### src/rtl/kvlp_pkg.sv
// Shared types, codes and character-class helpers for the key/value line parser.
// No dependencies.
package kvlp_pkg;

  localparam int LINE_LEN_DEF  = 256;
  localparam int KEY_LEN_DEF   = 64;
  localparam int VALUE_LEN_DEF = 256;

  localparam int CHAR_W = 8;
  localparam int STAT_W = 3;
  localparam int OUT_DATA_W = 16;
  localparam int OUT_USER_W = 2;

  localparam logic [CHAR_W-1:0] CH_HASH  = 8'h23;
  localparam logic [CHAR_W-1:0] CH_EQ    = 8'h3D;
  localparam logic [CHAR_W-1:0] CH_UNDER = 8'h5F;
  localparam logic [CHAR_W-1:0] CH_DQ    = 8'h22;
  localparam logic [CHAR_W-1:0] CH_SQ    = 8'h27;
  localparam logic [CHAR_W-1:0] CH_NL    = 8'h0A;
  localparam logic [CHAR_W-1:0] CH_NUL   = 8'h00;
  localparam logic [CHAR_W-1:0] CH_FF    = 8'hFF;

  typedef enum logic [STAT_W-1:0] {
    ST_DONE   = 3'd0,
    ST_ABORT  = 3'd1,
    ST_START  = 3'd2,
    ST_KEYWD  = 3'd3,
    ST_EQUAL  = 3'd4,
    ST_VSTART = 3'd5,
    ST_QUOTE  = 3'd6,
    ST_VALUE  = 3'd7
  } status_t;

  typedef enum logic [5:0] {
    PH_START  = 6'b000001,
    PH_KEYWD  = 6'b000010,
    PH_EQUAL  = 6'b000100,
    PH_VSTART = 6'b001000,
    PH_QUOTE  = 6'b010000,
    PH_VALUE  = 6'b100000
  } phase_t;

  typedef struct packed {
    logic is_alpha;
    logic is_digit;
    logic is_space;
    logic is_print;
    logic is_term;
    logic is_eq;
    logic is_hash;
    logic is_under;
    logic is_dq;
    logic is_sq;
  } cls_t;

  typedef struct packed {
    phase_t  phase;
    logic    locked;
    status_t locked_code;
    logic    quote_dbl;
  } pstate_t;

  typedef struct packed {
    logic              key_vld;
    logic              val_vld;
    logic [CHAR_W-1:0] ch;
    logic              line_end;
    status_t           status;
  } res_t;

  function automatic status_t phase_status(input phase_t ph);
    status_t s;
    unique case (ph)
      PH_START:  s = ST_START;
      PH_KEYWD:  s = ST_KEYWD;
      PH_EQUAL:  s = ST_EQUAL;
      PH_VSTART: s = ST_VSTART;
      PH_QUOTE:  s = ST_QUOTE;
      PH_VALUE:  s = ST_VALUE;
      default:   s = ST_ABORT;
    endcase
    return s;
  endfunction

  localparam pstate_t PSTATE_RST = '{phase: PH_START, locked: 1'b0,
                                     locked_code: ST_DONE, quote_dbl: 1'b0};

endpackage

### src/rtl/kvlp_classify.sv
// Character classifier: C-locale classes for 7-bit bytes, none for 0x80-0xFE.
// Depends on kvlp_pkg.
module kvlp_classify (
  input  logic [kvlp_pkg::CHAR_W-1:0] ch,
  output kvlp_pkg::cls_t              cls
);
  import kvlp_pkg::*;

  always_comb begin
    cls.is_alpha = ((ch >= 8'h61) && (ch <= 8'h7A)) || ((ch >= 8'h41) && (ch <= 8'h5A));
    cls.is_digit = (ch >= 8'h30) && (ch <= 8'h39);
    cls.is_space = (ch == 8'h20) || ((ch >= 8'h09) && (ch <= 8'h0D));
    cls.is_print = (ch >= 8'h20) && (ch <= 8'h7E);
    cls.is_term  = (ch == CH_NL) || (ch == CH_NUL) || (ch == CH_FF);
    cls.is_eq    = (ch == CH_EQ);
    cls.is_hash  = (ch == CH_HASH);
    cls.is_under = (ch == CH_UNDER);
    cls.is_dq    = (ch == CH_DQ);
    cls.is_sq    = (ch == CH_SQ);
  end

endmodule

### src/rtl/kvlp_step.sv
// Per-character parse step: next parser state, counters and result item.
// Depends on kvlp_pkg and kvlp_classify.
module kvlp_step #(
  parameter int LINE_LEN  = kvlp_pkg::LINE_LEN_DEF,
  parameter int KEY_LEN   = kvlp_pkg::KEY_LEN_DEF,
  parameter int VALUE_LEN = kvlp_pkg::VALUE_LEN_DEF,
  localparam int LW = $clog2(LINE_LEN),
  localparam int KW = $clog2(KEY_LEN),
  localparam int VW = $clog2(VALUE_LEN)
) (
  input  logic [kvlp_pkg::CHAR_W-1:0] ch,
  input  kvlp_pkg::pstate_t           st,
  input  logic [KW-1:0]               key_cnt,
  input  logic [VW-1:0]               val_cnt,
  input  logic [LW-1:0]               line_cnt,
  output kvlp_pkg::pstate_t           st_nxt,
  output logic [KW-1:0]               key_cnt_nxt,
  output logic [VW-1:0]               val_cnt_nxt,
  output logic [LW-1:0]               line_cnt_nxt,
  output kvlp_pkg::res_t              res
);
  import kvlp_pkg::*;

  cls_t        cls;
  pstate_t     s;
  logic [KW-1:0] kc;
  logic [VW-1:0] vc;
  logic [LW-1:0] line_inc;
  logic        kv;
  logic        vv;
  logic        key_full;
  logic        val_full;
  logic        qmatch;
  logic        line_end;

  kvlp_classify u_cls (
    .ch  (ch),
    .cls (cls)
  );

  assign line_inc = line_cnt + LW'(1);
  assign key_full = (key_cnt >= KW'(KEY_LEN - 1));
  assign val_full = (val_cnt >= VW'(VALUE_LEN - 1));
  assign qmatch   = st.quote_dbl ? cls.is_dq : cls.is_sq;

  always_comb begin
    s  = st;
    kc = key_cnt;
    vc = val_cnt;
    kv = 1'b0;
    vv = 1'b0;
    if (!cls.is_term && !st.locked) begin
      unique case (st.phase)
        PH_START: begin
          if (cls.is_alpha || cls.is_under) begin
            kv = 1'b1;
            kc = key_cnt + KW'(1);
            s.phase = PH_KEYWD;
          end else if (!cls.is_space) begin
            s.locked = 1'b1;
            s.locked_code = ST_START;
          end
        end
        PH_KEYWD: begin
          priority if (cls.is_space) begin
            s.phase = PH_EQUAL;
          end else if (cls.is_eq) begin
            s.phase = PH_VSTART;
          end else if (cls.is_alpha || cls.is_digit || cls.is_under) begin
            if (key_full) begin
              s.locked = 1'b1;
              s.locked_code = ST_ABORT;
            end else begin
              kv = 1'b1;
              kc = key_cnt + KW'(1);
            end
          end else begin
            s.locked = 1'b1;
            s.locked_code = ST_KEYWD;
          end
        end
        PH_EQUAL: begin
          if (!cls.is_space) begin
            if (cls.is_eq) begin
              s.phase = PH_VSTART;
            end else begin
              s.locked = 1'b1;
              s.locked_code = ST_EQUAL;
            end
          end
        end
        PH_VSTART: begin
          if (!cls.is_space) begin
            priority if (cls.is_dq || cls.is_sq) begin
              s.quote_dbl = cls.is_dq;
              s.phase = PH_QUOTE;
            end else if (cls.is_hash || !cls.is_print) begin
              s.locked = 1'b1;
              s.locked_code = ST_VSTART;
            end else begin
              vv = 1'b1;
              vc = val_cnt + VW'(1);
              s.phase = PH_VALUE;
            end
          end
        end
        PH_QUOTE: begin
          priority if (qmatch) begin
            s.locked = 1'b1;
            s.locked_code = ST_DONE;
          end else if (val_full) begin
            s.locked = 1'b1;
            s.locked_code = ST_ABORT;
          end else begin
            vv = 1'b1;
            vc = val_cnt + VW'(1);
          end
        end
        PH_VALUE: begin
          if (cls.is_print && !cls.is_hash) begin
            if (val_full) begin
              s.locked = 1'b1;
              s.locked_code = ST_ABORT;
            end else begin
              vv = 1'b1;
              vc = val_cnt + VW'(1);
            end
          end else begin
            s.locked = 1'b1;
            s.locked_code = ST_DONE;
          end
        end
        default: begin
          s.locked = 1'b1;
          s.locked_code = ST_ABORT;
        end
      endcase
    end
  end

  assign line_end = cls.is_term || (line_inc >= LW'(LINE_LEN - 1));

  always_comb begin
    res.key_vld  = kv;
    res.val_vld  = vv;
    res.ch       = (kv || vv) ? ch : '0;
    res.line_end = line_end;
    res.status   = ST_DONE;
    if (line_end) begin
      priority if (s.locked) begin
        res.status = s.locked_code;
      end else if (s.phase == PH_VALUE) begin
        res.status = ST_DONE;
      end else begin
        res.status = phase_status(s.phase);
      end
    end
    if (line_end) begin
      st_nxt       = PSTATE_RST;
      key_cnt_nxt  = '0;
      val_cnt_nxt  = '0;
      line_cnt_nxt = '0;
    end else begin
      st_nxt       = s;
      key_cnt_nxt  = kc;
      val_cnt_nxt  = vc;
      line_cnt_nxt = line_inc;
    end
  end

endmodule

### src/rtl/key_value_line_parser.sv
// Key/value line parser top level: parser state registers and result register.
// Depends on kvlp_pkg and kvlp_step.
//
// Takes one ASCII byte per item and tokenises lines of the form
// KEYWORD = VALUE # COMMENT. Every byte gives one result item in the cycle after
// it is accepted; a new byte is accepted in every cycle while the result
// register is empty or being drained, so the sustained rate is one item per
// cycle, set by the single parse step between the state registers and the
// result register. out_tlast marks the byte that ends a line (newline, NUL,
// 0xFF, or the LINE_LEN-1th byte); out_tdata[10:8] then carries the outcome:
// 0 done, 1 abort, 2 start, 3 keyword, 4 equal, 5 value start, 6 quote, 7 value.
module key_value_line_parser #(
  parameter int LINE_LEN  = kvlp_pkg::LINE_LEN_DEF,
  parameter int KEY_LEN   = kvlp_pkg::KEY_LEN_DEF,
  parameter int VALUE_LEN = kvlp_pkg::VALUE_LEN_DEF
) (
  input  logic                             clk,
  input  logic                             rst_n,
  input  logic                             in_tvalid,
  output logic                             in_tready,
  input  logic [kvlp_pkg::CHAR_W-1:0]      in_tdata,   // [7:0] ch
  output logic                             out_tvalid,
  input  logic                             out_tready,
  output logic [kvlp_pkg::OUT_DATA_W-1:0]  out_tdata,  // [7:0] out_char, [10:8] status, rest 0
  output logic [kvlp_pkg::OUT_USER_W-1:0]  out_tuser,  // [0] key_char_valid, [1] value_char_valid
  output logic                             out_tlast   // line_end
);
  import kvlp_pkg::*;

  localparam int LW = $clog2(LINE_LEN);
  localparam int KW = $clog2(KEY_LEN);
  localparam int VW = $clog2(VALUE_LEN);

  pstate_t       st_r, st_nxt;
  logic [KW-1:0] key_cnt_r, key_cnt_nxt;
  logic [VW-1:0] val_cnt_r, val_cnt_nxt;
  logic [LW-1:0] line_cnt_r, line_cnt_nxt;
  res_t          res_nxt, res_r;
  logic          out_vld_r;
  logic          in_acc;

  assign in_tready = !out_vld_r || out_tready;
  assign in_acc    = in_tvalid && in_tready;

  kvlp_step #(
    .LINE_LEN  (LINE_LEN),
    .KEY_LEN   (KEY_LEN),
    .VALUE_LEN (VALUE_LEN)
  ) u_step (
    .ch           (in_tdata),
    .st           (st_r),
    .key_cnt      (key_cnt_r),
    .val_cnt      (val_cnt_r),
    .line_cnt     (line_cnt_r),
    .st_nxt       (st_nxt),
    .key_cnt_nxt  (key_cnt_nxt),
    .val_cnt_nxt  (val_cnt_nxt),
    .line_cnt_nxt (line_cnt_nxt),
    .res          (res_nxt)
  );

  always_ff @(posedge clk) begin
    if (!rst_n) begin
      st_r       <= PSTATE_RST;
      key_cnt_r  <= '0;
      val_cnt_r  <= '0;
      line_cnt_r <= '0;
      out_vld_r  <= 1'b0;
    end else begin
      if (in_acc) begin
        st_r       <= st_nxt;
        key_cnt_r  <= key_cnt_nxt;
        val_cnt_r  <= val_cnt_nxt;
        line_cnt_r <= line_cnt_nxt;
        out_vld_r  <= 1'b1;
      end else if (out_tready) begin
        out_vld_r  <= 1'b0;
      end
    end
  end

  always_ff @(posedge clk) begin
    if (in_acc) begin
      res_r <= res_nxt;
    end
  end

  assign out_tvalid = out_vld_r;
  assign out_tdata  = {{(OUT_DATA_W - CHAR_W - STAT_W){1'b0}}, res_r.status, res_r.ch};
  assign out_tuser  = {res_r.val_vld, res_r.key_vld};
  assign out_tlast  = res_r.line_end;

  a_kv_excl: assert property (@(posedge clk) disable iff (!rst_n)
    out_vld_r |-> !(res_r.key_vld && res_r.val_vld))
    else $error("key and value flags both set");

  a_status_end: assert property (@(posedge clk) disable iff (!rst_n)
    out_vld_r && !res_r.line_end |-> res_r.status == ST_DONE)
    else $error("status set away from line end");

  a_line_reset: assert property (@(posedge clk) disable iff (!rst_n)
    in_acc && res_nxt.line_end |=> st_r.phase == PH_START && !st_r.locked
      && line_cnt_r == '0 && key_cnt_r == '0 && val_cnt_r == '0)
    else $error("state not cleared after line end");

  a_phase_onehot: assert property (@(posedge clk) disable iff (!rst_n)
    $onehot(st_r.phase))
    else $error("phase not one-hot");

  a_key_bound: assert property (@(posedge clk) disable iff (!rst_n)
    key_cnt_r <= KW'(KEY_LEN - 1) && val_cnt_r <= VW'(VALUE_LEN - 1))
    else $error("count beyond its limit");

endmodule

### config.mk
export PLATFORM = sky130hd
export DESIGN_NAME = key_value_line_parser
export DESIGN_NICKNAME = d
export VERILOG_FILES = /design/src/rtl/kvlp_pkg.sv /design/src/rtl/kvlp_classify.sv /design/src/rtl/kvlp_step.sv /design/src/rtl/key_value_line_parser.sv
export SDC_FILE = /design/constraint.sdc
export NUM_CORES = 1
export LEC_CHECK = 0
export BUFFER_PORTS_ARGS = -buffer_cell sky130_fd_sc_hd__buf_2
export CAP_MARGIN = 20
export CORE_MARGIN = 10
export CORE_UTILIZATION = 45
export DETAILED_ROUTE_END_ITERATION = 6
export MAX_ROUTING_LAYER = met4
export PLACE_DENSITY = 0.6
export SYNTH_ARGS = -nofsm -noshare
export SYNTH_HDL_FRONTEND = slang
export SYNTH_HIERARCHICAL = 1
export SYNTH_SLANG_ARGS = --single-unit
### constraint.sdc
create_clock -name clk -period 8.6 [get_ports clk]
set_input_delay 1.72 -clock clk [delete_from_list [all_inputs] [get_ports clk]]
set_output_delay 1.72 -clock clk [all_outputs]
set_load 0.05 [all_outputs]
==> results.json <==
{
  "clockRootBuffer": "clkbuf_8",
  "yosys_warnings": 6,
  "endpoint_kind": "flop",
  "coreArea_mm2": 0.00826,
  "place_hpwl_um": 6540,
  "firstDrtPassIters": 5,
  "syn_area_mm2": 0.00383,
  "num_rows": 33,
  "cpPeakStageDelay_ps": 610,
  "cts_setup_buffers": 0,
  "cp_slowest_cell": "o22ai_1",
  "finalWirelength_um": 9320,
  "synth_seq_area_share": 0.287,
  "hold_viol": 0,
  "ys_async_sr_fraction": 0,
  "synthAdderAreaFrac": 0.0157,
  "clk_pin_slew_ps": 100,
  "die_width_um": 112,
  "vias": 3406,
  "synth_common_cells": "nand2_1 (91), nor2_1 (52), mux2i_1 (37)",
  "synth.area.mux_share": 0.103,
  "synth_cell_types": 74,
  "cp_num_buf_inv": 1,
  "grt_max_degree": 67,
  "worstPathRequired_ps": 8660,
  "syn2layout_area_growth_pct": 3.59,
  "synth_largest_area_cell": "dfxtp_1",
  "max_clock_freq_mhz": 227,
  "min_path_type": "reg -> reg",
  "synth_compound_area_frac": 0.162,
  "grt_pass1_vias": 3167,
  "setup_ws_ps": 4190,
  "cts_buffer_depth": 2,
  "critical-path-top-delay-family": "simple AND/OR/NAND/NOR gates",
  "setup_violations": 0,
  "drc": 0,
  "layout.nets": 503,
  "ctsResizeCount": 0,
  "start_util": 0.464,
  "htree_levels": 2,
  "place_ws_ps": 3920,
  "cts_buffers": 5,
  "timing.final.crit_share": 0.513,
  "io_buffers": 27,
  "chipHeight_um": 112,
  "synthSimpleGateAreaFrac": 0.320,
  "slew-limit-headroom": 0.465,
  "startpoint_type": "input port",
  "path_common_cell": "nor2_1",
  "path_cells": "buf_2 > nor4_4 > nand3_1 > o22ai_1 > nor2_1 > nand3_1 > nor2_1 > nor3_1 > a41oi_1 > nor2_1 > mux2_1",
  "synth-xor-area-share": 0.0366,
  "ys_top_cells_by_area": "dfxtp_1 (18%), edfxtp_1 (11%), mux2i_1 (9.7%)",
  "cp.arrival_ps": 4480,
  "power_leakage_nw": 1.51,
  "cts_sinks": 48,
  "drive_gt1_frac": 0.111,
  "diodes": 0,
  "tns_ps": 0,
  "tritoncts": "built",
  "drv_slew": 0,
  "synth_top_family_by_area": "simple AND/OR/NAND/NOR gates",
  "ant_nets": 0,
  "drtIter0Drc": 198,
  "tightest_slew_ps": 802,
  "die_area_mm2": 0.0126,
  "holdBufCountCts": 0,
  "routabilityCongestion": 0.888,
  "yosysTopAreaCellShare": 0.178,
  "synth.most_common_cell": "nand2_1",
  "skew_ps": 9.28,
  "grt_usage": 0.147,
  "worst-setup-path-type": "in -> reg",
  "peakVddDrop_v": 0.0000618,
  "ys_ff_latch": 48,
  "wl_per_cell_um": 15.7,
  "clk_latency_ps": 310,
  "overflow": 0,
  "syn_inst": 487,
  "cap_violations": 0,
  "grt_pass1_wl_um": 15600,
  "syn_avg_cell_area_um2": 7.87,
  "synthFlopType": "dfxtp_1",
  "status": "finished clean",
  "io_pins": 33,
  "crit_path_max_fanout": 10,
  "power_density_mw_per_mm2": 128,
  "antenna_found_initial": 0,
  "synth_edf_count": 14,
  "rsz0062_at_grt": "no",
  "period_needed_ps": 4410,
  "via_per_inst": 5.74
}
==> power by group <==
part	total [mW]	switching, mW	internal, mW	leakage [nW]
registers	0.248	0.00723	0.241	0.416
logic	0.111	0.0761	0.0348	1.05
clock network	0.149	0.0826	0.0659	0.0488
total	0.507	0.166	0.342	1.51
==> layout make-up <==
type / count / area, µm²
multi-input cells: 397 / 2460
fillers: 882 / 4290
clock inverters: 1 / 6.26
inverters: 7 / 26.3
flip-flops and latches: 48 / 1100
well taps: 105 / 131
repair buffers: 28 / 155
clock buffers: 7 / 86.3
==> cell families (layout without fill, tap and decap cells) <==
logic type,Yosys count,count (layout)
flip-flops,48,48
multiplexers,39,39
XOR/XNOR,16,16
AND/OR/NAND/NOR,249,249
buffers and inverters,46,43
AO/OA/AOI/OAI,83,83
other,1,5
adder cells (fa/ha/maj),5,5
==> metal layers <==
metal	global-route usage	share of wire
met1	0.185	0.48
met5	-	0
met4	0.0321	0.012
met3	0.0250	0.047
met2	0.241	0.46
==> registers in the layout, indices dropped and copies added, names as in the netlist <==
register / count
out_tvalid: 1
val_cnt_r: 8
st_r: 11
out_tlast: 1
key_cnt_r: 6
line_cnt_r: 8
out_tdata: 11
out_tuser: 2
==> cell usage in the layout (no fill, tap or decap), drive strengths merged, types with 6 or more instances in the layout <==
master   n
and3    11
nand2   91
a21oi   18
nor2b   18
nand3   17
dfxtp   34
buf     28
inv      8
nor2    53
nor4     6
xor2    11
clkbuf   7
and2     7
o22ai    6
nand2b  13
mux2i   37
edfxtp  14
o21ai   13
nor3    14
==> stage by stage <==
step                total power [mW]   util  std cells  cell area (µm²)  hold WS [ps]
detailed placement             0.363  0.467        584             3860           479
global placement               0.363  0.467        584             3860           467
global route                   0.531  0.481        593             3970           508
floorplan                      0.345      -        491             3850           434
CTS                            0.512  0.478        592             3950           495
finish                         0.507  0.481        593             3970           490
==> worst paths after layout <==
| check | from | end | slack [ps] | depth (start not counted) |
|---|---|---|---|---|
| setup / recovery | in_tdata[4] | out_tdata[9] | 4190 | 11 |
| hold / removal | st_r[1] | st_r[1] | 490 | 2 |
| setup reg to reg | st_r[7] | out_tdata[9] | 5650 | 7 |
| hold reg to reg | st_r[1] | st_r[1] | 490 | 2 |
==> tightest hold or removal path, stage by stage (launching register included) <==
cell and delay, ps:
dfxtp_1 340, nand2_1 60, mux2i_1 50
No activity file was read; power rests on OpenSTA's default activity.
